File: src/rtl/core/fbrb_pkg.sv
// shared types and constants of the framed byte ring buffer
package fbrb_pkg;

  localparam int STORE_DEPTH = 4096;
  localparam int PTR_W       = $clog2(STORE_DEPTH);
  localparam int RING_W      = PTR_W + 1;
  localparam int CFG_W       = 13;
  localparam int LEN_W       = 12;
  localparam int CMP_W       = (CFG_W > RING_W) ? CFG_W : RING_W;
  localparam int RING_RESET  = (4096 > STORE_DEPTH) ? STORE_DEPTH : 4096;

  localparam logic [7:0] HDR_FIRST  = 8'hA5;
  localparam logic [7:0] HDR_SECOND = 8'hBF;

  localparam logic KIND_WRITE = 1'b0;
  localparam logic KIND_READ  = 1'b1;

  localparam logic [1:0] ST_OK     = 2'd0;
  localparam logic [1:0] ST_REJECT = 2'd1;
  localparam logic [1:0] ST_DROP   = 2'd2;
  localparam logic [1:0] ST_EMPTY  = 2'd3;

  localparam logic [1:0] PH_HUNT   = 2'd0;
  localparam logic [1:0] PH_LEN_LO = 2'd1;
  localparam logic [1:0] PH_LEN_HI = 2'd2;
  localparam logic [1:0] PH_DATA   = 2'd3;

  typedef enum logic [1:0] {
    OP_READ  = 2'd0,
    OP_FIRST = 2'd1,
    OP_NEXT  = 2'd2
  } op_t;

  typedef struct packed {
    logic             kind;
    logic [7:0]       payload_byte;
    logic             frame_first;
    logic [LEN_W-1:0] frame_length;
  } item_t;

  typedef struct packed {
    logic [7:0]  read_byte;
    logic        last_of_frame;
    logic [15:0] length_seen;
    logic [1:0]  status;
  } result_t;

  typedef struct packed {
    op_t              op;
    logic [7:0]       data;
    logic [LEN_W-1:0] len;
  } req_t;

endpackage

File: src/rtl/core/fbrb_front.sv
// front end: accepts requests, classifies them and queues them for the engine
module fbrb_front (
  input  logic           clk,
  input  logic           rst,
  input  logic           push,
  output logic           full,
  input  fbrb_pkg::item_t item,
  output logic           req_valid,
  output fbrb_pkg::req_t req,
  input  logic           req_ready
);

  fbrb_pkg::req_t slot [2];
  logic           head;
  logic [1:0]     count;
  logic           tail;
  logic           push_fire;
  logic           pop_fire;
  fbrb_pkg::req_t classified;

  assign full      = (count == 2'd2);
  assign req_valid = (count != 2'd0);
  assign req       = slot[head];
  assign tail      = head ^ count[0];
  assign push_fire = push && !full;
  assign pop_fire  = req_valid && req_ready;

  always_comb begin
    classified.data = item.payload_byte;
    classified.len  = item.frame_length;
    if (item.kind == fbrb_pkg::KIND_READ) begin
      classified.op = fbrb_pkg::OP_READ;
    end else if (item.frame_first) begin
      classified.op = fbrb_pkg::OP_FIRST;
    end else begin
      classified.op = fbrb_pkg::OP_NEXT;
    end
  end

  always_ff @(posedge clk) begin
    if (push_fire) begin
      slot[tail] <= classified;
    end
    if (rst) begin
      head  <= 1'b0;
      count <= 2'd0;
    end else begin
      head  <= head ^ pop_fire;
      count <= count + 2'(push_fire) - 2'(pop_fire);
    end
  end

endmodule

File: config.mk
export PLATFORM = sky130hd
export DESIGN_NAME = fbrb_front
export DESIGN_NICKNAME = d
export VERILOG_FILES = /design/src/rtl/core/fbrb_pkg.sv /design/src/rtl/core/fbrb_front.sv
export SDC_FILE = /design/constraint.sdc
export NUM_CORES = 1
export LEC_CHECK = 0
export BUFFER_PORTS_ARGS = -buffer_cell sky130_fd_sc_hd__buf_2
export CORE_MARGIN = 5
export CORE_UTILIZATION = 46
export CTS_CLUSTER_SIZE = 16
export DETAILED_ROUTE_END_ITERATION = 10
export GPL_ROUTABILITY_DRIVEN = 0
export GPL_TIMING_DRIVEN = 1
export HOLD_SLACK_MARGIN = 0.06
export PLACE_DENSITY_LB_ADDON = 0.05
export SYNTH_ARGS = -nofsm -noshare
export SYNTH_HDL_FRONTEND = slang
export SYNTH_SLANG_ARGS = --single-unit
File: constraint.sdc
create_clock -name clk -period 2.3 [get_ports clk]
set_input_delay 0.115 -clock clk [delete_from_list [all_inputs] [get_ports clk]]
set_output_delay 0.115 -clock clk [all_outputs]
set_load 0.02 [all_outputs]
# Yosys cells after proc, flatten, opt, wreduce, memory -nomap -nowiden
# Memories as Yosys holds them, arrays and structs flattened. A register that Yosys moved wholly into a read port is not among the register bits.
# Index checks and enable logic that the tools add are counted.
# classes
n_addsub	2
n_eq_ne	1
muxes	5
n_bitwise	2
reduce_logical	4
# ops
operator	count
$mux 2	2
$mux 1	3
$add 2x1->2	1
$eq 2x2->1 const B	1
$logic_and 1x1->1	2
$reduce_bool 2->1	1
$sub 2x1->2	1
$xor 1x1->1	2
$logic_not 1->1	1
# word_totals
ff_bits	3
ram_bits	44
wordCells	17
memories	1
# mem_list
name	depth	width	read_ports	rd_ports_with_merged_regs	write_ports	line	text
slot	2	22	1	1	1	fbrb_front.sv:13	fbrb_pkg::req_t slot [2];

# Longest topological paths before layout
# Gate-level depths: netlist of run 1.
# depth
depth_word	5
ltp_mapped	7
depth_no_buf	7

# Worst setup path after synthesis of run 1
# OpenSTA, ideal clock, no wires.
# synth_path
path_type	reg2reg
startpoint	reg head
endpoint	mem slot[0][0] (netlist bit) (enable)
setup_ps	407
arrival_time_ps	1888
path_slack_ps	5
path_stages_with_launch	4
path_buffers	1
period_less_slack_ps	2295
cell_sequence	dfxtp_1 > buf_6 > or3_1 > a21boi_1
# synth_between
elab_chain_len	1
# synth_lines
element	line	text
start, declared	fbrb_front.sv:14	logic head;
start signal, assigned	fbrb_front.sv:48	head <= head ^ pop_fire;
$xor 1x1->1	fbrb_front.sv:24	assign tail = head ^ count[0];
end, declared	fbrb_front.sv:13	
# No other way between the ends.

==> results of run 1 <==
-- per-layer routing --
metal  global-route usage (%)  up-vias
met1                     14.5      486
li1                         -      508
met2                     22.1       32
met4                     7.99        0
met5                        0        -
met3                     4.13        8
-- worst max-delay path: cells and delay by family (launching register included) --
family	cells	cell delay [ps]
flops	1	600
buf+inv	2	490
mux	1	360
-- cells by family after synthesis --
| group | count (synthesis) | share of synthesized area, % |
|---|---|---|
| fa+ha+maj | 2 | 1.38 |
| compound gates | 3 | 1.24 |
| simple gates | 13 | 4.00 |
| mux | 23 | 14.3 |
| buf+inv | 4 | 1.66 |
| xor+xnor | 1 | 1.24 |
| flops | 47 | 76.2 |
-- worst max path at each step --
stage | to | slack [ps] | depth (start not counted)
3_3_place_gp | slot[0][9] | 680 | 3
2_1_floorplan | slot[0][0] | 5 | 3
4_1_cts | req[16] | 380 | 3
3_5_place_dp | slot[0][3] | 630 | 3
6_report | req[12] | 430 | 3
5_1_grt | req[4] | 310 | 3
-- cells in the mapped netlist --
cell       n  area share [%]
a21boi_1   1            0.41
buf_4      2            0.83
buf_6      1            0.62
dfxtp_1    3             3.3
edfxtp_1  44              73
ha_1       2             1.4
inv_1      1            0.21
mux2_2    23              14
nand2_1    1            0.21
nand2b_1   1            0.35
nor2_1     3            0.62
nor2b_1    5             1.7
nor3b_1    1            0.41
o21a_1     2            0.83
or2_2      1            0.35
or3_1      1            0.35
xnor3_1    1             1.2
-- sequential cells by signal, summed over array words and instances, names as in the netlist --
signal / flops
count: 2
slot: 44
head: 1
-- stage by stage --
stage                     worst slack (ps)  instances  util [%]  power, W
after floorplan                       5.34         93         -   0.00193
after global placement                 684        192      57.0   0.00222
after detailed placement               626        192      57.0   0.00224
after CTS                              382        219      64.6   0.00272
after global routing                   311        219      64.6   0.00283
final                                  433        219      64.6   0.00267
-- power groups by stage --
stage | clock network (W) | logic, W | registers [W]
after floorplan | 0 | 0.000673 | 0.00126
after detailed placement | 0 | 0.000947 | 0.00129
after CTS | 0.000467 | 0.000977 | 0.00127
final | 0.000445 | 0.000953 | 0.00127
after global routing | 0.000505 | 0.00103 | 0.00129
after global placement | 0 | 0.000933 | 0.00128
-- repair_timing --
item                                   in CTS  in global routing
endpoints found under the hold margin      42                  0
hold buffers                               21                  0
setup endpoints to repair                   0                  0
-- layout make-up --
| class | instances | area, µm² | share of cell area [%] |
|---|---|---|---|
| clock inverter | 1 | 7.51 | 0.310 |
| sequential | 47 | 1380 | 57.1 |
| clock buffer | 5 | 68.8 | 2.84 |
| multi-input combinational | 42 | 405 | 16.8 |
| timing repair buffer | 75 | 493 | 20.4 |
| tap | 48 | 60.1 | 2.48 |
| inverter | 1 | 3.75 | 0.155 |
-- cells in the final DEF (no fill, tap or decap) --
master         synthesis  final
a21boi_2               0      1
buf_2                  0     49
buf_4                  2      5
clkbuf_8               0      5
clkinvlp_4             0      1
dfxtp_1                3      3
dlygate4sd3_1          0     21
edfxtp_1              44     44
ha_1                   2      2
inv_1                  1      1
mux2_2                23     23
nand2_1                1      1
nand2b_1               1      1
nor2_1                 3      3
nor2b_1                5      5
nor3b_1                1      1
o21a_1                 2      2
or2_2                  1      1
or3_1                  1      1
xnor3_1                1      1
==> run metrics, run 1 <==
Root Buffer=clkbuf_8; largest net degree at the start of global routing=18; Vias/cell=4.72; Hold Startpoint=item[12]; startpoint types=flip-flop; syn_nets=121; Worst path max stage delay=600 ps; Worst EP required=approximately 2200 ps; Resized cells post-CTS=0; Total Routing Usage GR=13.2%; Final setup viols=0; YS warnings=0; Seq pwr share=47.6%; Seq cells post-synth=47; Post-DP HPWL=2100 µm; R2R setup slack=660 ps; CP endpoint kind=output pin; sequential-to-total area share from yosys stat=76.2%; RR Endpoint=slot[0][14]; relative slew slack=69.8%; Clock Power Share=roughly 17%; highest routed layer=met4; Worst IR Drop VDD=0.000689 V; worst hold slack=111 ps; Post-Syn Area=0.00181 mm²; Synth cell types=17; Net Sw Frac=between 30% and 40%; initial antenna violation count=0; vias after detailed routing=1,034; die area=0.00530 mm²; worst-path fanout max=15; GR Overflow Total=0; port bufs=49; kind of critical path=flip-flop to output pin; io pins=50; Antenna diodes=0; status=finished, final reports clean; Final TNS setup=0 ps; total CTS buffers=5; crit path time final=1870 ps; number of H-tree levels=2; starting DRC count in detailed routing=40; met2 wire length=1550 µm; f_max=536 MHz; Mapped Cells=between 90 and 100; Syn Area/Cell=slightly below 20 µm²; share of cells above drive strength 1=approximately 50%; nets=200; Clock Latency Late Sink=290 ps; WHS Endpoint=slot[0][21]; critical path, cell by cell=buf_4 > mux2_2 > buf_2; buffer count from post-CTS setup fixing=0; Initial DRT Pass Iterations=4; clock sink total=between 40 and 50; Final ANT Viol Nets=0; die height=slightly above 70 µm; wire length on met3=roughly 210 µm; Slowest-stage cell, CP=dfxtp_1; final slew viol count=0; RSZ-0062 raised after global routing=false; maximum clock insertion buffer count=2; clk slew on worst S/H paths=approximately 80 ps; Power Internal=approximately 0.0018 W; wl on met1=1280 µm; Critical Path AT=1750 ps; DRC Markers=0; post-route cell area=0.00242 mm²; FILL cells=292; number of global-route vias before repair=1,147; fin crit share=about four fifths; DR WL/cell=14.2 µm; area grow syn2layout=33.5%; Initial Utilization=48.4%; Worst-Margin Slew=453 ps; Psw=0.000850 W; routed wire length=approximately 3100 µm; Site Rows=22; Final Hold Violating Endpoints=0; TritonCTS clock tree=done; Worst Reg-to-Reg Cells=3; clock skew=about 3.0 ps; Combinational Power Share=35.7%; RR Startpoint=head; first-pass GRT wire length=5090 µm; crit path from=head; max_cap viols=0; Post-DP Area=0.00213 mm²; Min-Delay Path Class=input port to flip-flop; CORE AREA=0.00374 mm²; hold depth=2; PwrDens=~1100 mW/mm²; die width=72.8 µm; static leakage=0.941 nW
Power figures use the tool's default switching activity.
==> run 2: changes to the inputs <==
--- a/config.mk
+++ b/config.mk
@@ -5,9 +5,10 @@
 export SDC_FILE = /design/constraint.sdc
 export NUM_CORES = 1
 export LEC_CHECK = 0
+export ABC_AREA = 1
 export BUFFER_PORTS_ARGS = -buffer_cell sky130_fd_sc_hd__buf_2
 export CORE_MARGIN = 5
-export CORE_UTILIZATION = 46
+export CORE_UTILIZATION = 50
 export CTS_CLUSTER_SIZE = 16
 export DETAILED_ROUTE_END_ITERATION = 10
 export GPL_ROUTABILITY_DRIVEN = 0
==> constraint.sdc (replaced) <==
create_clock -name clk -period 1.91 [get_ports clk]
set_input_delay 0.0955 -clock clk [delete_from_list [all_inputs] [get_ports clk]]
set_output_delay 0.0955 -clock clk [all_outputs]
set_load 0.02 [all_outputs]
==> run 2 against run 1 <==
  * Combinational power up 45%
  * Utilization up 4.1 points
  * Area after synthesis up 4.7%
  * Worst hold slack worse by 21 ps
  * Global-route usage down 0.27 points
  * Via count up 3.4%
  * Non-clock buffer count up 1
  * Clock skew up 0.85 ps
  * Die area down 3.2%
  * Clock power up 51%
  * Register-to-register slack worse by 320 ps
  * Sequential share of layout area down 2.2 points
  * Critical endpoint is now count[1]
  * Largest cell class unchanged
  * Largest power group unchanged
==> run metrics, run 2 <==
cell with the most instances after synthesis=edfxtp_1 (unchanged); port bufs=49 (unchanged); static leakage=1.04 nW (was 0.941 nW); Final setup viols=0 (unchanged); kind of critical path=flip-flop to flip-flop (was flip-flop to output pin); number of H-tree levels=2 (unchanged); worst setup margin=338 ps (was 433 ps); Final ANT Viol Nets=0 (unchanged); Biggest register=slot (unchanged); sequential-to-total area share from yosys stat=72.8% (was 76.2%); Antenna diodes=0 (unchanged); die area=0.00513 mm² (was 0.00530 mm²); worst-path fanout max=5 (was 15); Root Buffer=clkbuf_8 (unchanged); crit path from=count[1] (was head); Site Rows=22 (unchanged); f_max=636 MHz; clock sink total=47 (unchanged); share of the synthesized area in the top cell type=69.6% (was 72.9%); number of global-route vias before repair=1,152 (was 1,147); Total Routing Usage GR=12.9% (was 13.2%); share of cells above drive strength 1=46.2% (was 49.7%); hold depth=4 (was 2); max reg flops=44 (unchanged); Clock Latency Late Sink=280 ps (was 290 ps); PwrDens=1440 mW/mm² (was 1100 mW/mm²); Post-synth top flop=edfxtp_1 (unchanged); io pins=50 (unchanged); clk slew on worst S/H paths=70 ps (was 80 ps); Vias/cell=4.61 (was 4.72); Resized cells post-CTS=0 (unchanged); Min-Delay Path Class=input port to flip-flop (unchanged); status=finished, final reports clean (unchanged); CP endpoint kind=flip-flop (was output pin); CORE AREA=0.00366 mm² (was 0.00374 mm²); max_cap viols=0 (unchanged); RR Startpoint=count[1] (was head); YS warnings=0 (unchanged); starting DRC count in detailed routing=28 (was 40); Worst IR Drop VDD=0.000955 V (was 0.000689 V); Mapped Cells=104 (was 93); Syn Area/Cell=18.3 µm² (was 19.5 µm²); Final Util=68.7% (was 64.6%); nets=212 (was 200); Post-DP Area=0.00220 mm² (was 0.00213 mm²); GR Overflow Total=0 (unchanged); Synth area leader=edfxtp_1 (unchanged); RR Endpoint=count[1] (was slot[0][14]); Worst-Margin Slew=296 ps (was 453 ps); die width=71.6 µm (was 72.8 µm); Critical Path AT=1750 ps (about the same); crit path time final=1570 ps; Post-Syn Area=0.00190 mm² (was 0.00181 mm²); Worst EP required=2090 ps (was 2180 ps); Initial Utilization=51.8% (was 48.4%); final slew viol count=0 (unchanged); Post-synth EDFFs=44 (unchanged); first-pass GRT wire length=4950 µm (was 5090 µm); Initial DRT Pass Iterations=4 (unchanged); area grow syn2layout=32.5% (was 33.5%); clock skew=3.86 ps (was 3.01 ps); DR WL/cell=13.1 µm (was 14.2 µm); routed wire length=3050 µm (was 3120 µm); syn_nets=132 (was 121); relative slew slack=80.2% (was 69.8%); maximum clock insertion buffer count=2 (unchanged); Final Hold Violating Endpoints=0 (unchanged); top post-synthesis cells by area=edfxtp_1 70%, mux2_4 14%, dfxtp_1 3.2% (was edfxtp_1 73%, mux2_2 14%, dfxtp_1 3.3%); buffer count from post-CTS setup fixing=0 (unchanged); most frequent cells in the layout=49 x buf_2, 44 x edfxtp_1, 21 x dlygate4sd3_1 (was 49 x buf_2, 44 x edfxtp_1, 23 x mux2_2); total CTS buffers=5 (unchanged); RSZ-0062 raised after global routing=false (unchanged); pre-CTS setup slack=337 ps (was 626 ps); Seq cells post-synth=47 (unchanged); Combinational Power Share=38.1% (was 35.7%); Psw=0.00114 W (was 0.000850 W); Post-DP HPWL=2110 µm (was 2100 µm); initial antenna violation count=0 (unchanged); post-route cell area=0.00251 mm² (was 0.00242 mm²); largest net degree at the start of global routing=14 (was 18); Net Sw Frac=31.6% (was 31.9%); fin crit share=between 80% and 90%; WHS Endpoint=head (was slot[0][21]); async set-or-reset flop fraction in the synthesized netlist=0% (unchanged); TritonCTS clock tree=done (unchanged); Regs by FF count=slot: 44 flops, count: 2 flops, head: 1 flops (unchanged); R2R setup slack=340 ps (was 660 ps); die height=71.6 µm (was 72.8 µm); DRC Markers=0 (unchanged); Clock Power Share=18.5% (was 16.7%); Worst Reg-to-Reg Cells=10 (was 3); vias after detailed routing=1,069 (was 1,034); Seq pwr share=43.4% (was 47.6%); Final TNS setup=0 ps (unchanged); Synth cell types=15 (was 17); Hold Startpoint=req_ready (was item[12]); top cells by count, synth=44 x edfxtp_1, 18 x mux2_4, 10 x nor2_1 (was 44 x edfxtp_1, 23 x mux2_2, 5 x nor2b_1); Power Internal=0.00247 W (was 0.00182 W); startpoint types=flip-flop (unchanged); most common cell after layout, fill and taps aside=buf_2 (unchanged)
-- run 2: changes by cell type after synthesis, moves of 2 or more --
cell     before  now
mux2_2       23    4
o21a_1        2    0
buf_4         2    0
mux2_4        0   18
nand3_1       0    2
inv_1         1    9
nor2b_1       5    1
nor2_1        3   10
nand2_1       1    5
buf_12        0    2
-- run 2: logic make-up after synthesis --
| group | Yosys count | synth area share [%] |
|---|---|---|
| muxes | 22 | 16.6 |
| and+or+nand+nor | 18 | 3.82 |
| adders and majority gates | 2 | 1.32 |
| AOI/OAI and AO/OA | 2 | 0.527 |
| xor gates and xnor gates | 1 | 0.462 |
| buffers and inverters | 12 | 4.48 |
| DFF | 47 | 72.8 |
-- run 2: critical path, cell delays in order, from the launching register on --
cell and delay, ps:
dfxtp_1 340, inv_1 90, o21ai_1 270, ha_1 290
inv_1 60, ha_1 150, inv_1 40, nand2_1 70
nand3_1 80, nand2_1 60, nor2_1 30
-- run 2: routing by layer --
layer | share of wire, % | wire [µm] | global-route usage, % | up-vias
met5 | 0 | 0 | 0 | -
met4 | 1.5 | 46 | 6.26 | 0
met3 | 6.5 | 198 | 4.21 | 4
met2 | 54 | 1630 | 23.4 | 31
met1 | 38 | 1170 | 13.3 | 497
li1 | - | - | - | 537
-- run 2: layout make-up --
type | count | area, µm²
inverters | 9 | 33.8
clock inverters | 1 | 30.0
fillers | 276 | 1150
well taps | 48 | 60.1
repair buffers | 76 | 500
clock buffers | 6 | 72.6
multi-input cells | 45 | 437
flip-flops and latches | 47 | 1380
-- run 2: what timing repair did --
action / CTS / global route
endpoints found under the hold margin: 41 / 0
endpoints found under the setup margin: 0 / 0
hold buffers: 21 / 0
-- run 2: worst max-delay path by stage --
stage          cells after the start          to
3_3_place_gp                      10    count[1]
2_1_floorplan                      2  slot[1][0]
6_report                          10    count[1]
5_1_grt                           10    count[1]
4_1_cts                           10    count[1]
3_5_place_dp                      10    count[1]
-- run 2: stage by stage --
stage / hold WS (ps) / power (W) / cells
global placement: 264 / 0.00293 / 204
floorplan: 167 / 0.00259 / 104
CTS: 87.5 / 0.00368 / 232
detailed placement: 273 / 0.00297 / 204
global route: 88.5 / 0.00383 / 232
finish: 90.6 / 0.00362 / 232
-- run 2: power groups by stage --
stage          sequential (W)  clock (W)  combinational [W]
5_1_grt               0.00160   0.000743            0.00149
2_1_floorplan         0.00157          0            0.00102
3_5_place_dp          0.00160          0            0.00137
6_report              0.00157   0.000670            0.00138
4_1_cts               0.00157   0.000692            0.00141
3_3_place_gp          0.00158          0            0.00135
==> run 3: changes to the inputs <==
==> constraint.sdc (replaced) <==
create_clock -name clk -period 1.59 [get_ports clk]
set_input_delay 0.0795 -clock clk [delete_from_list [all_inputs] [get_ports clk]]
set_output_delay 0.0795 -clock clk [all_outputs]
set_load 0.02 [all_outputs]
==> run 3 against run 2 <==
  * Register-to-register slack got worse by 170 ps
  * Cell count unchanged
  * Worst setup slack got worse by 250 ps
  * Sequential share of layout area decreased by 1.0 points
  * Sequential power increased by 21%
  * Critical path depth decreased by 7
  * Count of clock-buffer cells in the layout unchanged
  * First-iteration DRC count increased by 64%
  * Critical path type is now flip-flop to output pin
  * Largest power group unchanged
  * Clock skew decreased by 2.5 ps
  * Clock power increased by 19%
==> run metrics, run 3 (synthesis results as in run 2) <==
routed wire length=3030 µm (was 3050 µm); Site Rows=22 (unchanged); GR Overflow Total=0 (unchanged); Total Routing Usage GR=12.9% (about the same); total CTS buffers=5 (unchanged); startpoint types=flip-flop (unchanged); Initial DRT Pass Iterations=4 (unchanged); kind of critical path=flip-flop to output pin (was flip-flop to flip-flop); initial antenna violation count=0 (unchanged); relative slew slack=79.5% (was 80.2%); Final TNS setup=0 ps (unchanged); final slew viol count=0 (unchanged); number of global-route vias before repair=1,140 (was 1,152); Antenna diodes=0 (unchanged); Regs by FF count=slot: 44 flops, count: 2 flops, head: 1 flops (unchanged); Clock Power Share=17.8% (was 18.5%); fin crit share=94.3%; status=finished, final reports clean (unchanged); vias after detailed routing=1,079 (was 1,069); DRC Markers=0 (unchanged); f_max=667 MHz; most common cell after layout, fill and taps aside=buf_2 (unchanged); Worst path max stage delay=400 ps (was 340 ps); starting DRC count in detailed routing=46 (was 28); maximum clock insertion buffer count=2 (unchanged); Worst Setup EP=req[21] (was count[1]); area grow syn2layout=35.4% (was 32.5%); number of H-tree levels=2 (unchanged); Worst-Margin Slew=305 ps (was 296 ps); Clock Latency Late Sink=280 ps (about the same); Combinational Power Share=39.8% (was 38.1%); io pins=50 (unchanged); first-pass GRT wire length=5000 µm (was 4950 µm); port bufs=49 (unchanged); largest net degree at the start of global routing=25 (was 14); Worst EP required=1510 ps (was 2090 ps); RR Startpoint=count[1] (unchanged); TritonCTS clock tree=done (unchanged); Root Buffer=clkbuf_8 (unchanged); R2R setup slack=170 ps (was 340 ps); Vias/cell=4.65 (was 4.61); RSZ-0062 raised after global routing=true (was false); CP endpoint kind=output pin (was flip-flop); share of cells above drive strength 1=47.3% (was 46.2%); RR Endpoint=count[1] (unchanged); Biggest register=slot (unchanged); most frequent cells in the layout=49 x buf_2, 44 x edfxtp_1, 21 x dlygate4sd3_1 (unchanged); max reg flops=44 (unchanged); Final setup viols=0 (unchanged); Final ANT Viol Nets=0 (unchanged); Psw=0.00140 W (was 0.00114 W); nets=212 (unchanged); die area=0.00513 mm² (unchanged); crit path from=head (was count[1]); static leakage=1.06 nW (was 1.04 nW); clk slew on worst S/H paths=70 ps (about the same); worst hold slack=87.0 ps (was 90.6 ps); die height=71.6 µm (unchanged); Min-Delay Path Class=input port to flip-flop (unchanged); Slowest-stage cell, CP=dfxtp_1 (unchanged); Worst IR Drop VDD=0.00109 V (was 0.000955 V); Critical Path AT=1420 ps (was 1750 ps); clock skew=1.38 ps (was 3.86 ps); critical path, cell by cell=buf_12 > mux2_2 > buf_2 (was inv_1 > o21ai_1 > ha_1 > inv_1 > ha_1 > inv_1 > nand2_1 > nand3_1 > nand2_1 > nor2_1); Final Util=70.2% (was 68.7%); DR WL/cell=13.1 µm (about the same); clock sink total=47 (unchanged); die width=71.6 µm (unchanged); Power Internal=0.00308 W (was 0.00247 W); Net Sw Frac=31.3% (was 31.6%); Worst Reg-to-Reg Cells=9 (was 10); Post-DP HPWL=2100 µm (was 2110 µm); Final Hold Violating Endpoints=0 (unchanged); crit path time final=1500 ps; CORE AREA=0.00366 mm² (unchanged); Initial Utilization=51.8% (unchanged); PwrDens=1750 mW/mm² (was 1440 mW/mm²); worst-path fanout max=24 (was 5); buffer count from post-CTS setup fixing=0 (unchanged); Seq pwr share=42.4% (was 43.4%); max_cap viols=0 (unchanged)
-- run 3: cell types whose count changed in the layout (fill, tap and decap cells not counted) --
cell / before / now
nor2b_4: 0 / 1
nor2_2: 1 / 0
dfxtp_1: 3 / 2
dfxtp_4: 0 / 1
o21ai_2: 0 / 1
nor2b_2: 1 / 0
nor2_4: 0 / 1
buf_12: 0 / 3
o21ai_1: 1 / 0
buf_4: 6 / 3
-- run 3: repair_timing --
item | 4_1_cts | 5_1_grt
gates resized for setup | 1 | 6
endpoints found under the hold margin | 41 | 0
setup endpoints to repair | 22 | 5
pin swaps | 0 | 0
hold buffers | 21 | 0
-- run 3: area by class of cell --
class	count	area (µm²)
flip-flops and latches	47	1390
clock inverters	1	30.0
inverters	9	33.8
repair buffers	76	538
well taps	48	60.1
multi-input cells	45	450
clock buffers	6	72.6
fillers	265	1090
-- run 3: metrics by stage --
step | instance area [µm²] | cells | total power (W) | worst slack [ps]
final | 2570 | 232 | 0.00449 | 90.7
after global placement | 2240 | 204 | 0.00362 | 195
after global routing | 2570 | 232 | 0.00475 | -4.02
after floorplan | 1910 | 104 | 0.00314 | 5.82
after CTS | 2550 | 232 | 0.00452 | 4.14
after detailed placement | 2240 | 204 | 0.00368 | 90.3
-- run 3: power by group through the flow --
stage | Clock (W) | Combinational [W] | Sequential (W)
floorplan | 0 | 0.00126 | 0.00188
global placement | 0 | 0.00173 | 0.00189
detailed placement | 0 | 0.00176 | 0.00192
CTS | 0.000823 | 0.00181 | 0.00189
global route | 0.000885 | 0.00194 | 0.00193
finish | 0.000799 | 0.00179 | 0.00190
-- run 3: layer usage --
metal | wire [µm] | vias up | share of wire, % | track usage (%)
met3 | 193 | 2 | 6.4 | 4.07
li1 | - | 536 | - | -
met5 | 0 | - | 0 | 0
met4 | 17 | 0 | 0.56 | 4.38
met2 | 1710 | 29 | 56 | 24.7
met1 | 1120 | 512 | 37 | 12.8
-- run 3: worst min-delay path by stage --
stage          slack, ps        to  startpoint  cells after the start
6_report              90      head   req_ready                      4
5_1_grt               80      head   req_ready                      4
4_1_cts               80      head   req_ready                      4
3_5_place_dp         250  count[0]         rst                      2
2_1_floorplan        150  count[0]         rst                      1
3_3_place_gp         250  count[0]         rst                      2
-- run 3: critical path, delay by kind of cell (launching register included) --
| kind | cells | cell delay, ps |
|---|---|---|
| buf+inv | 2 | 380 |
| flops | 1 | 400 |
| mux | 1 | 350 |
